<file path="config.mk">
export PLATFORM = sky130hd
export DESIGN_NAME = ugim_cell
export DESIGN_NICKNAME = d
export VERILOG_FILES = /design/src/rtl/core/ugim_pkg.sv /design/src/rtl/core/ugim_cell.sv
export SDC_FILE = /design/constraint.sdc
export NUM_CORES = 1
export LEC_CHECK = 0
export BUFFER_PORTS_ARGS = -buffer_cell sky130_fd_sc_hd__buf_4
export CAP_MARGIN = 20
export CORE_MARGIN = 2
export CORE_UTILIZATION = 51
export DETAILED_ROUTE_END_ITERATION = 8
export GPL_ROUTABILITY_DRIVEN = 0
export PLACE_DENSITY = 0.78
export SETUP_SLACK_MARGIN = 0.3
export SKIP_CTS_REPAIR_TIMING = 1
export SYNTH_ARGS = -nofsm -noshare
export SYNTH_HDL_FRONTEND = slang
export SYNTH_SLANG_ARGS = --single-unit
</file>
<file path="constraint.sdc">
create_clock -name clk_i -period 3.65 [get_ports clk_i]
set_input_delay 0.73 -clock clk_i [delete_from_list [all_inputs] [get_ports clk_i]]
set_output_delay 0.73 -clock clk_i [all_outputs]
set_load 0.02 [all_outputs]
</file>
<file path="src/rtl/core/ugim_pkg.sv">
// ----------------------------------------------------------------------------
// ugim_pkg
// Shared types and constants of the utf-8 glyph index mapper.
// ----------------------------------------------------------------------------
package ugim_pkg;

  localparam int unsigned CODE_W  = 16;
  localparam int unsigned GLYPH_W = 10;
  localparam int unsigned BYTE_W  = 8;
  localparam int unsigned SLOT_W  = 8;
  localparam int unsigned COUNT_W = 9;

  // utf-8 lead byte decode
  localparam logic [2:0]        LEAD2_TAG   = 3'b110;
  localparam logic [3:0]        LEAD3_TAG   = 4'b1110;
  localparam logic [CODE_W-1:0] SPACE_CODE  = 16'h0020;

  // command codes
  localparam logic CMD_LOAD = 1'b0;
  localparam logic CMD_TEXT = 1'b1;

  // register index of map_count
  localparam logic REG_MAP_COUNT = 1'b0;

  // transfer moving along the cell chain
  typedef struct packed {
    logic               is_load;
    logic               hit;
    logic [CODE_W-1:0]  code;
    logic [GLYPH_W-1:0] glyph;
  } tok_t;

endpackage

</file>
<file path="src/rtl/core/ugim_cell.sv">
// ----------------------------------------------------------------------------
// ugim_cell
// One table slot of the lookup chain; compares or writes a passing transfer.
// ----------------------------------------------------------------------------
module ugim_cell #(
  parameter int unsigned CNT_W = 9
) (
  input  logic                 clk_i,
  input  logic                 rst_ni,
  input  logic                 vld_i,
  input  ugim_pkg::tok_t       tok_i,
  input  logic [CNT_W-1:0]     cnt_i,
  output logic                 vld_o,
  output ugim_pkg::tok_t       tok_o,
  output logic [CNT_W-1:0]     cnt_o
);

  logic                           vld_q;
  ugim_pkg::tok_t                 tok_q, tok_d;
  logic [CNT_W-1:0]               cnt_q, cnt_d;
  logic [ugim_pkg::CODE_W-1:0]    entry_code_q;
  logic [ugim_pkg::GLYPH_W-1:0]   entry_glyph_q;
  logic                           cnt_zero;
  logic                           wr_en;

  assign cnt_zero = (cnt_i == '0);
  // load lands in the slot where its countdown hits zero
  assign wr_en    = vld_i && tok_i.is_load && cnt_zero && !tok_i.hit;

  always_comb begin
    tok_d = tok_i;
    cnt_d = cnt_zero ? cnt_i : cnt_i - CNT_W'(1);
    if (tok_i.is_load) begin
      if (cnt_zero) begin
        tok_d.hit = 1'b1;
      end
    end else if (!cnt_zero && !tok_i.hit && (tok_i.code == entry_code_q)) begin
      tok_d.hit   = 1'b1;
      tok_d.glyph = entry_glyph_q;
    end
  end

  always_ff @(posedge clk_i or negedge rst_ni) begin
    if (!rst_ni) begin
      vld_q <= 1'b0;
    end else begin
      vld_q <= vld_i;
    end
  end

  always_ff @(posedge clk_i) begin
    tok_q <= tok_d;
    cnt_q <= cnt_d;
    if (wr_en) begin
      entry_code_q  <= tok_i.code;
      entry_glyph_q <= tok_i.glyph;
    end
  end

  assign vld_o = vld_q;
  assign tok_o = tok_q;
  assign cnt_o = cnt_q;

endmodule
</file>
# == Yosys cells after proc, flatten, opt, wreduce, memory -nomap -nowiden ==
# Cells that the tools add are included.
# totals
register_bits,64
latchBits,0
ramBits,0
rom_bits,0
in_bits,40
wordCells,24
n_memories,0
# op_classes
addsub,1
n_mul,0
div_mod_pow,0
order_cmp,0
n_eq_ne,1
n_shift,0
mux,6
n_bitwise,0
reduce_logical,8
# ops
operator,count
two-way mux 10 bit,2
equality test 16 bit,1
logical NOT 9 bit,1
two-way mux 9 bit,1
subtractor 9 x 1 -> 9 bit (second input constant),1
logical AND 1 bit,5
two-way mux 1 bit,3
logical NOT 1 bit,2

# == Logic depth before layout (Yosys ltp) ==
# logic_depth
word_depth,6
mapped_depth,8

# == Least setup slack after synthesis ==
# OpenSTA, ideal clock, no wires.
# synth_path
path_type,in2reg
from,in cnt_i[5]
to,reg entry_code_q[0] in the netlist's numbering (enable)
setup_ps,385
arrival_time_ps,2528
setup_slack_ps,736
cell_stages,3
cell_sequence,or4_4 nor4_4 and4b_1
# synth_between
elab_chain_cells,3
# synth_rtl
element,line,source
"start, declared",ugim_cell.sv:12,"input logic [CNT_W-1:0] cnt_i,"
logical NOT 9 bit,ugim_cell.sv:26,assign cnt_zero = (cnt_i == '0);
logical AND 1 bit (2 in series),ugim_cell.sv:28,assign wr_en = vld_i && tok_i.is_load && cnt_zero && !tok_i.hit;
net wr_en,ugim_cell.sv:24,logic wr_en;
"end signal, assigned",ugim_cell.sv:55,entry_code_q <= tok_i.code;
"end, declared",ugim_cell.sv:21,logic [ugim_pkg::CODE_W-1:0] entry_code_q;
# The timed path passes the listed nets, and every way through them passes these cells.
# A chain may end at the register's enable or synchronous reset.

# == Worst setup path after layout ==
# layout_path
from,in cnt_i[5]
to,reg entry_code_q[10] in the netlist's numbering (enable)
# The elaborated chain is that of the path after synthesis.

==> out/qor.csv <==
metric;value;unit
status;finished, final reports clean;
final period utilization;0.662;
Starting DRT DRC Count;62;
xor-xnor portion of the synthesized cell area;0.0837;
pre-CTS WS;0.885;ns
Max-Cap Viols;0;
CP required;3.67;ns
clock buffer depth;2;
ANT nets after route;0;
Slew headroom;0.581;
mapped cell area;2090;um^2
largest net degree at the start of global routing;12;
Synth Flop Type;dfxtp_1;
slowest CP cell;or4_4;
Critical R2R Capture;tok_o[3];
Core Rows;23;
synth-to-layout area growth;39.7;%
final WL;4.14;mm
Startpoint Class;input port;
main combinational cell family by area after synthesis;XOR/XNOR gates;
met2 Use GR;0.333;
critical path cell sequence;buf_4 -> or4_4 -> nor4_4 -> and4b_1 -> buf_4;
area taken by multi-input logic gates;528;um^2
area leader, netlist;edfxtp_1;
Clock Root Buffer;clkbuf_8;
leak pwr;1.25;nW
Synth Net Count;166;
post-route setup TNS;0;ns
fill count;273;
Final Skew;0.00805;ns
initial antenna violation count;0;
Num CTS Buffers;9;
Commonest cells post-synth;dfxtp_1, edfxtp_1, xnor2_1;
Global Route Usage Sum;0.197;
Synth async-reset ratio;0.0156;
Syn Area/Cell;16.7;um^2
Max VDD drop;0.000362;V
worst skew pair latency;0.32;ns
most numerous cell in the Yosys netlist;dfxtp_1;
CP max stage delay;0.56;ns
Max Freq;0.414;GHz
grt ovf;0;
met1 Resource Use GR;0.220;
full die area;4630;um^2
FF-to-FF path depth;5;
chip height;68.1;um
compound-cell area share of the yosys netlist;0.0137;
proportion of layout cells with a drive suffix above 1;0.491;
Yosys top cell area share;0.373;
via count;1292;
post-synth cell types;27;
Final Critical Period;2.42;ns
synth top area cells;edfxtp_1, dfxtp_1, mux2_4;
Arrival @ worst endpoint;2.43;ns
CP endpoint kind;flip-flop;
CTS H-tree depth;3;
RSZ-0062 raised after global routing;false;
Clock Sink Count;64;
sequential area share after synthesis;0.739;
Final Net Count;256;
port bufs;77;
final setup violation count;0;
Core ar.;3970;um^2
slew of the pin with the lowest slew margin;0.622;ns
clock transition at the registers of the reported paths;0.07;ns
cell mode on critical path;buf_4;
mux share of post-synthesis cell area;0.0801;
Vias per Instance;4.79;
Final Max Tran Viols;0;
critical setup path kind;input port to flip-flop;
final hold violations;0;
met3 usage;0.0543;
DR WL/cell;15.3;um
top cell family by delay on the critical path;simple AND/OR/NAND/NOR gates;
reg2reg start;entry_code_q[5];
CP Max Fanout;11;
CP bufs+invs;2;
Post-synth EDFFs;26;
Post-Synth Simple-Gate Area;0.0687;
io pins;78;
FF/Latch Area;1550;um^2
global-route wire length before repair;6.27;mm
Seq cells post-synth;64;
Starting Density;0.527;
Adder-Cell Fraction of Synth Area;0.00598;
vias in the first global route;1281;
Die Wd;68.1;um
worst min path class;input port to async pin;
worst setup margin;1.23;ns
drt first pass iters;4;
CTS tree;yes;
R2R Setup Slk;1.73;ns
cells after synthesis;125;
ant diodes;0;
Power Dens Cells;502;nW/um^2
Remaining DRCs;0;
YS warnings;0;
GRT Max-Usage Layer;met2;
dpl hpwl;3.13;mm
-- cell usage in the layout, fill, tap and decap left out, drive strengths merged --
cell type,instances
mux2i,1
o31a,1
xnor2,14
dfxtp,37
clkbuf,12
or4,1
nor3,1
nand2,2
ha,1
xor2,6
nand4,2
buf,80
o21ai,3
mux2,11
clkinv,3
or3,1
nand2b,3
nor4,4
bufinv,1
edfxtp,26
and4b,1
dfrtp,1
nand3,2
nor2,3
inv,2
a21oi,1
-- per-stage QoR --
step	power [W]	cell area, um^2	cells	utilization	hold WS, ns
5_1_grt	0.00153	2930	270	0.737	0.146
3_3_place_gp	0.000930	2750	254	0.691	0.454
4_1_cts	0.00148	2930	270	0.737	0.152
6_report	0.00147	2930	270	0.737	0.167
3_5_place_dp	0.000936	2750	254	0.691	0.461
2_1_floorplan	0.000846	2090	125	-	0.434
-- worst register-to-register path: cells and delay by family, from the launching register on --
family | cells | cell delay [ns]
XOR/XNOR | 1 | 0.20
multiplexers | 1 | 0.41
AND/OR/NAND/NOR | 3 | 0.80
flip-flops | 1 | 0.40
-- flip-flops by register name, summed over array words and instances (netlist names) --
register,cells
cnt_o,9
entry_code_q,16
tok_o,28
vld_o,1
entry_glyph_q,10
-- layer usage --
layer | wire length, um | up-vias
met4 | 55 | 0
li1 | - | 623
met3 | 292 | 6
met5 | 0 | -
met2 | 2240 | 56
met1 | 1550 | 607
-- worst max path at each step --
stage	endpoint	cells after the start	startpoint
after floorplan	entry_code_q[0]	3	cnt_i[5]
after global placement	entry_code_q[4]	5	cnt_i[5]
after detailed placement	tok_o[9]	7	cnt_i[5]
after CTS	tok_o[9]	7	cnt_i[5]
after global routing	tok_o[3]	9	cnt_i[0]
final	entry_code_q[10]	5	cnt_i[5]
-- logic make-up (layout without fill, tap and decap cells) --
group	count (synthesis)	after routing
AO/OA/AOI/OAI	5	5
XOR/XNOR	20	20
adder cells (fa/ha/maj)	1	1
buffers and inverters	3	98
flip-flops	64	64
multiplexers	12	12
AND/OR/NAND/NOR	20	20
-- where the power goes --
group | switching (W) | internal [W]
combinational | 0.0000696 | 0.0000743
clock | 0.000238 | 0.000313
sequential | 0.00000731 | 0.000768
-- layout make-up --
cell class | count | area share
Sequential cell | 64 | 0.529
Timing Repair Buffer | 80 | 0.205
Multi-Input combinational cell | 58 | 0.180
Clock buffer | 12 | 0.0462
Tap cell | 50 | 0.0214
Clock inverter | 4 | 0.0154
Inverter | 2 | 0.00257
Power figures use the tool's default switching activity.
