==> src/rtl/core/ugim_pkg.sv <==
// ----------------------------------------------------------------------------
// ugim_pkg
// Shared types and constants of the utf-8 glyph index mapper.
// ----------------------------------------------------------------------------
package ugim_pkg;

  localparam int unsigned CODE_W  = 16;
  localparam int unsigned GLYPH_W = 10;
  localparam int unsigned BYTE_W  = 8;
  localparam int unsigned SLOT_W  = 8;
  localparam int unsigned COUNT_W = 9;

  // utf-8 lead byte decode
  localparam logic [2:0]        LEAD2_TAG   = 3'b110;
  localparam logic [3:0]        LEAD3_TAG   = 4'b1110;
  localparam logic [CODE_W-1:0] SPACE_CODE  = 16'h0020;

  // command codes
  localparam logic CMD_LOAD = 1'b0;
  localparam logic CMD_TEXT = 1'b1;

  // register index of map_count
  localparam logic REG_MAP_COUNT = 1'b0;

  // transfer moving along the cell chain
  typedef struct packed {
    logic               is_load;
    logic               hit;
    logic [CODE_W-1:0]  code;
    logic [GLYPH_W-1:0] glyph;
  } tok_t;

endpackage

==> src/rtl/core/ugim_utf8_dec.sv <==
// ----------------------------------------------------------------------------
// ugim_utf8_dec
// Utf-8 byte decoder holding the partial code point and bytes still due.
// ----------------------------------------------------------------------------
module ugim_utf8_dec (
  input  logic                          clk_i,
  input  logic                          rst_ni,
  input  logic                          en_i,
  input  logic [ugim_pkg::BYTE_W-1:0]   byte_i,
  output logic                          emit_o,
  output logic [ugim_pkg::CODE_W-1:0]   code_o
);

  logic [1:0]                    bytes_left_q, bytes_left_d;
  logic [ugim_pkg::CODE_W-1:0]   partial_q, partial_d;
  logic [ugim_pkg::CODE_W-1:0]   cont_code;

  assign cont_code = {partial_q[ugim_pkg::CODE_W-7:0], byte_i[5:0]};

  always_comb begin
    bytes_left_d = bytes_left_q;
    partial_d    = partial_q;
    emit_o       = 1'b0;
    code_o       = ugim_pkg::SPACE_CODE;
    if (bytes_left_q != 2'd0) begin
      // continuation taken unchecked, low six bits only
      partial_d    = cont_code;
      bytes_left_d = bytes_left_q - 2'd1;
      emit_o       = (bytes_left_q == 2'd1);
      code_o       = cont_code;
    end else if (!byte_i[7]) begin
      emit_o = 1'b1;
      code_o = {{(ugim_pkg::CODE_W-ugim_pkg::BYTE_W){1'b0}}, byte_i};
    end else if (byte_i[7:5] == ugim_pkg::LEAD2_TAG) begin
      partial_d    = {{(ugim_pkg::CODE_W-5){1'b0}}, byte_i[4:0]};
      bytes_left_d = 2'd1;
    end else if (byte_i[7:4] == ugim_pkg::LEAD3_TAG) begin
      partial_d    = {{(ugim_pkg::CODE_W-4){1'b0}}, byte_i[3:0]};
      bytes_left_d = 2'd2;
    end else begin
      emit_o = 1'b1;
      code_o = ugim_pkg::SPACE_CODE;
    end
  end

  always_ff @(posedge clk_i or negedge rst_ni) begin
    if (!rst_ni) begin
      bytes_left_q <= 2'd0;
      partial_q    <= '0;
    end else if (en_i) begin
      bytes_left_q <= bytes_left_d;
      partial_q    <= partial_d;
    end
  end

endmodule

==> config.mk <==
export PLATFORM = sky130hd
export DESIGN_NAME = ugim_utf8_dec
export DESIGN_NICKNAME = d
export VERILOG_FILES = /design/src/rtl/core/ugim_pkg.sv /design/src/rtl/core/ugim_utf8_dec.sv
export SDC_FILE = /design/constraint.sdc
export NUM_CORES = 1
export LEC_CHECK = 0
export ABC_AREA = 0
export BUFFER_PORTS_ARGS = -buffer_cell sky130_fd_sc_hd__buf_4
export CAP_MARGIN = 20
export CORE_MARGIN = 2
export CORE_UTILIZATION = 50
export DETAILED_ROUTE_END_ITERATION = 7
export PLACE_DENSITY = 0.8
export SLEW_MARGIN = 20
export SYNTH_ARGS = -nofsm -noshare
export SYNTH_HDL_FRONTEND = slang
export SYNTH_SLANG_ARGS = --single-unit
==> constraint.sdc <==
create_clock -name clk_i -period 2.01 [get_ports clk_i]
set_clock_uncertainty 0.05 [all_clocks]
set_input_delay 0.1005 -clock clk_i [delete_from_list [all_inputs] [get_ports clk_i]]
set_output_delay 0.1005 -clock clk_i [all_outputs]
set_load 0.005 [all_outputs]
Yosys cells after proc, flatten, opt, wreduce, memory -nomap -nowiden
Cells that the tools add are included.
- add/sub/neg operators: 1
- equal/unequal tests: 3
- muxes and demuxes: 14
- reduce and logical (&&, ||, !) cells: 4
- operators by type and width (kind ; count):
    10-bit two-way mux ; 4
    16-bit two-way mux ; 1
    2-bit two-way mux ; 4
    7-bit two-way mux ; 1
    4-bit == test, second input constant ; 1
    1-bit two-way mux ; 4
    2-bit nonzero test ; 2
    3-bit == test, second input constant ; 1
    3-bit AND reduction ; 1
    3-bit nonzero test ; 1
    2-bit by 1-bit == test with 1-bit output, second input constant ; 1
    2-bit by 1-bit subtractor with 2-bit output, second input constant ; 1
- flip-flop bits (word level): 12
- input bits: 11
- output and inout port bits: 17

Logic depth before layout (Yosys ltp)
- word-level depth: 5
- depth in mapped cells: 5

Worst setup path before layout
No wires, ideal clock.
- path kind: reg-to-reg
- start point: reg bytes_left_q[1]
- end point: reg partial_q[0] in the netlist's numbering
- library setup time: 0.133 ns
- data arrival time: 1.134 ns
- setup slack: 0.693 ns
- cell stages (with the launch flop): 6
- path buffers: 2
- clock period less this slack: 1.317 ns
- cells stage by stage: dfrtp_1 -> buf_2 -> nor2_1 -> o21a_1 -> buf_4 -> o211ai_1
- longest elaborated chain between the ends: 3
- RTL lines (element ; RTL line ; source):
    start: declaration ; ugim_utf8_dec.sv:14 ; logic [1:0] bytes_left_q, bytes_left_d;
    start signal: assignment ; ugim_utf8_dec.sv:51 ; bytes_left_q <= bytes_left_d;
    2-bit nonzero test * ; ugim_utf8_dec.sv:25 ; if (bytes_left_q != 2'd0) begin
    3-bit nonzero test (no line) / 2-bit nonzero test (equally long branches) ; n/a ;
    3-bit AND reduction (no line) ; n/a ;
    end signal: assignment ; ugim_utf8_dec.sv:52 ; partial_q <= partial_d;
    end: declaration ; ugim_utf8_dec.sv:15 ; logic [ugim_pkg::CODE_W-1:0] partial_q, partial_d;
Every way passes the cells marked *; elsewhere a longest branch is shown, timed or not.
A chain may end at the register's enable or synchronous reset.

Final worst setup path
- start point: reg bytes_left_q[1]
- end point: out code_o[5] in the netlist's numbering
- longest elaborated chain between the ends: 2
- RTL lines (element ; RTL line ; source):
    2-bit nonzero test ; ugim_utf8_dec.sv:25 ;
    16-bit two-way mux ; ugim_utf8_dec.sv:25 ;
    end: declaration ; ugim_utf8_dec.sv:11 ; output logic [ugim_pkg::CODE_W-1:0] code_o
Every way passes these cells.

==> results.md <==
- # DRC: 0
- Worst setup startpoint: bytes_left_q[1]
- Crit-path cells: nor2_1 -> and2_1 -> or2_2 -> buf_4
- RSZ-0062 raised after global routing: false
- TritonCTS Buffers: 3
- Hold Buf Count CTS: 1
- Predominant post-synthesis flop cell: dfrtp_1
- Vias in the first global route: just over 600
- Crit path max-delay family: simple AND/OR/NAND/NOR gates
- DRT Pass-1 Iters: 4
- Multi-input gate area: roughly 400 µm²
- Overall power: 808 µW
- H-tree levels: 1
- Cells after Synth: 87
- Die height: ~43 µm
- Final Non-Filler Cells: 126
- Syn nets: 98
- Tmin final: between 1500 and 2000 ps
- Worst setup SP type: flop
- R2R cell count: 3
- DIE WIDTH: roughly 43 µm
- Setup WS pre-CTS: between 600 and 700 ps
- # clock sinks: 12
- Clock Path Buffers: 2
- Post-Syn Area: between 700 and 800 µm²
- First-pass GRT wire length: 2.66 mm
- Fin Setup TNS: 0 ps
- Commonest non-fill, non-tap cells in the layout: buf_4 (28), nor2b_1 (12), dfrtp_1 (12), nand2_1 (11), o211ai_1 (8)
- Placed cell area: 940 µm²
- CP Data Required Time: around 1900 ps
- Initial antenna violation count: 0
- Skew-Pair Late Insertion Delay: roughly 260 ps
- Finished Cell Area: between 900 and 1000 µm²
- Post-cts sizing count: 0
- CP max FO: 9
- PnR worst setup slack: roughly 340 ps
- Max Fclk: around 0.6 GHz
- Mean routed wirelength per cell: 12.8 µm
- Max-Cap Viols: 0
- Final setup vio count: 0
- R2r endpoint: partial_q[1]
- Final WL: 1.62 mm
- WP data arrival: between 1500 and 2000 ps
- Ys Warns: 0
- Crit path to: code_o[5]
- Initial core utilization: between 50% and 60%
- Count of state elements after synthesis: 12
- Register area share after synthesis: approximately two fifths
- Crit Path Class: flop to output pin
- EDFF count, synth: 0
- Number of I/O port buffers: 27
- Postcts setup bufs: 0
- Leak Pwr: ~0.47 nW
- Filler instances: 137
- Post-synth top area cell: dfrtp_1
- Post-synth cell types: 26
- Hold_ws: 52.9 ps
- Power per cell area: 831 nW/µm²
- Vias per cell: 5.50
- Hold Crit Class: primary input to flop
- RR Startpoint: bytes_left_q[1]
- Final Hold Vio Count: 0
- Max stage delay cell, worst path: dfrtp_1
- Average size of a mapped cell: around 8.9 µm²
- GRT overflow: 0
- Layout cells sized above 1: a little under a third
- CTS Root Cell: clkbuf_4
- Largest net degree at the start of global routing: 15
- DRT iter0 DRCs: 6
- Slew Limit Fails: 0
- Status: complete, no violations
- Total I/O pin count: 28
- Crit path largest cell delay: 480 ps
- Register area: roughly 300 µm²
- Clock transition at the registers of the reported paths: about 70 ps
- Asr flop ratio synth: 100%
- Final #Nets: between 100 and 150
- Core area: between 1000 and 1500 µm²
- Final period utilization: between 80% and 90%
- Commonest non-fill, non-tap cell in the layout: buf_4
- Peak VDD IR: ~340 µV
- Worst-Margin Slew: 322 ps
- Worst path buffer plus inverter count: 1
- # diodes: 0
- CP Depth: 4
- R2R Setup Slk: roughly 660 ps
- Largest cells by area after synthesis: dfrtp_1 (39%), nor2b_1 (9.7%), o211ai_1 (7.8%)
- DP HPWL: between 1 and 1.5 mm
- Gr usage total: a little under a fifth
- Row count: 14
- Slew HR: between 70% and 80%
- Die ar.: 1880 µm²
- Utilization after layout: between 60% and 70%
- Antenna viol nets, final: 0
- CP endpoint kind: output pin
- Area delta synth->final: 25.5%
- Via Count: roughly 690
- TritonCTS clock tree: built
- Synth top area share: 38.8%
- Cells after DPL: 122
- Placer Congestion: roughly 0.8
[worst min path at each step]
stage	depth (start not counted)	startpoint	end
after detailed placement	1	rst_ni	partial_q[5]
after floorplan	0	rst_ni	bytes_left_q[0]
after global placement	1	rst_ni	partial_q[4]
after CTS	3	byte_i[4]	bytes_left_q[1]
after global routing	3	byte_i[0]	partial_q[0]
final	3	byte_i[4]	bytes_left_q[1]
[worst reg2reg max path, stage by stage (launching register included)]
cell,delay [ps]
dfrtp_1,470
nor2_1,200
o21a_1,350
o211ai_1,150
[state kept, by name, summed over array words and instances, names as in the netlist]
name and cells:
partial_q 10, bytes_left_q 2
[routing by layer]
metal | part of all wire, % | global-route usage, % | vias to the layer above
met1 | 47 | 25.1 | 318
met4 | 1.7 | 12.7 | 0
met3 | 5.4 | 1.25 | 2
met2 | 46 | 30.4 | 24
li1 | - | - | 349
met5 | 0 | 0 | -
[cells in the mapped netlist (2+ instances only)]
cell type and instances:
nand2_1 11, o211ai_1 8, a22o_1 5, inv_1 3, o21a_1 2, nor2b_1 12, dfrtp_1 12, a21o_1 5
buf_4 6, o21ai_0 2, nor2_1 5, and2_1 2
[logic make-up (layout without fill, tap and decap cells)]
logic type	count (synthesis)	count (layout)	synth area share [%]
flip-flops	12	12	38.8
AND/OR/NAND/NOR	36	36	25.5
buffers and inverters	13	36	10.3
AO/OA/AOI/OAI	26	26	25.4
[cell type report]
| class | count | area share, % |
|---|---|---|
| timing repair buffer | 29 | 22.7 |
| sequential | 12 | 30.9 |
| tap | 16 | 2.06 |
| clock buffer | 3 | 2.32 |
| multi-input combinational | 62 | 40.5 |
| inverter | 4 | 1.54 |
[report_power, final]
part,internal [mW],total [mW],switching (mW)
clock network,0.0691,0.141,0.0719
logic,0.174,0.290,0.115
registers,0.314,0.377,0.0633
(Power assumes the default switching activity.)
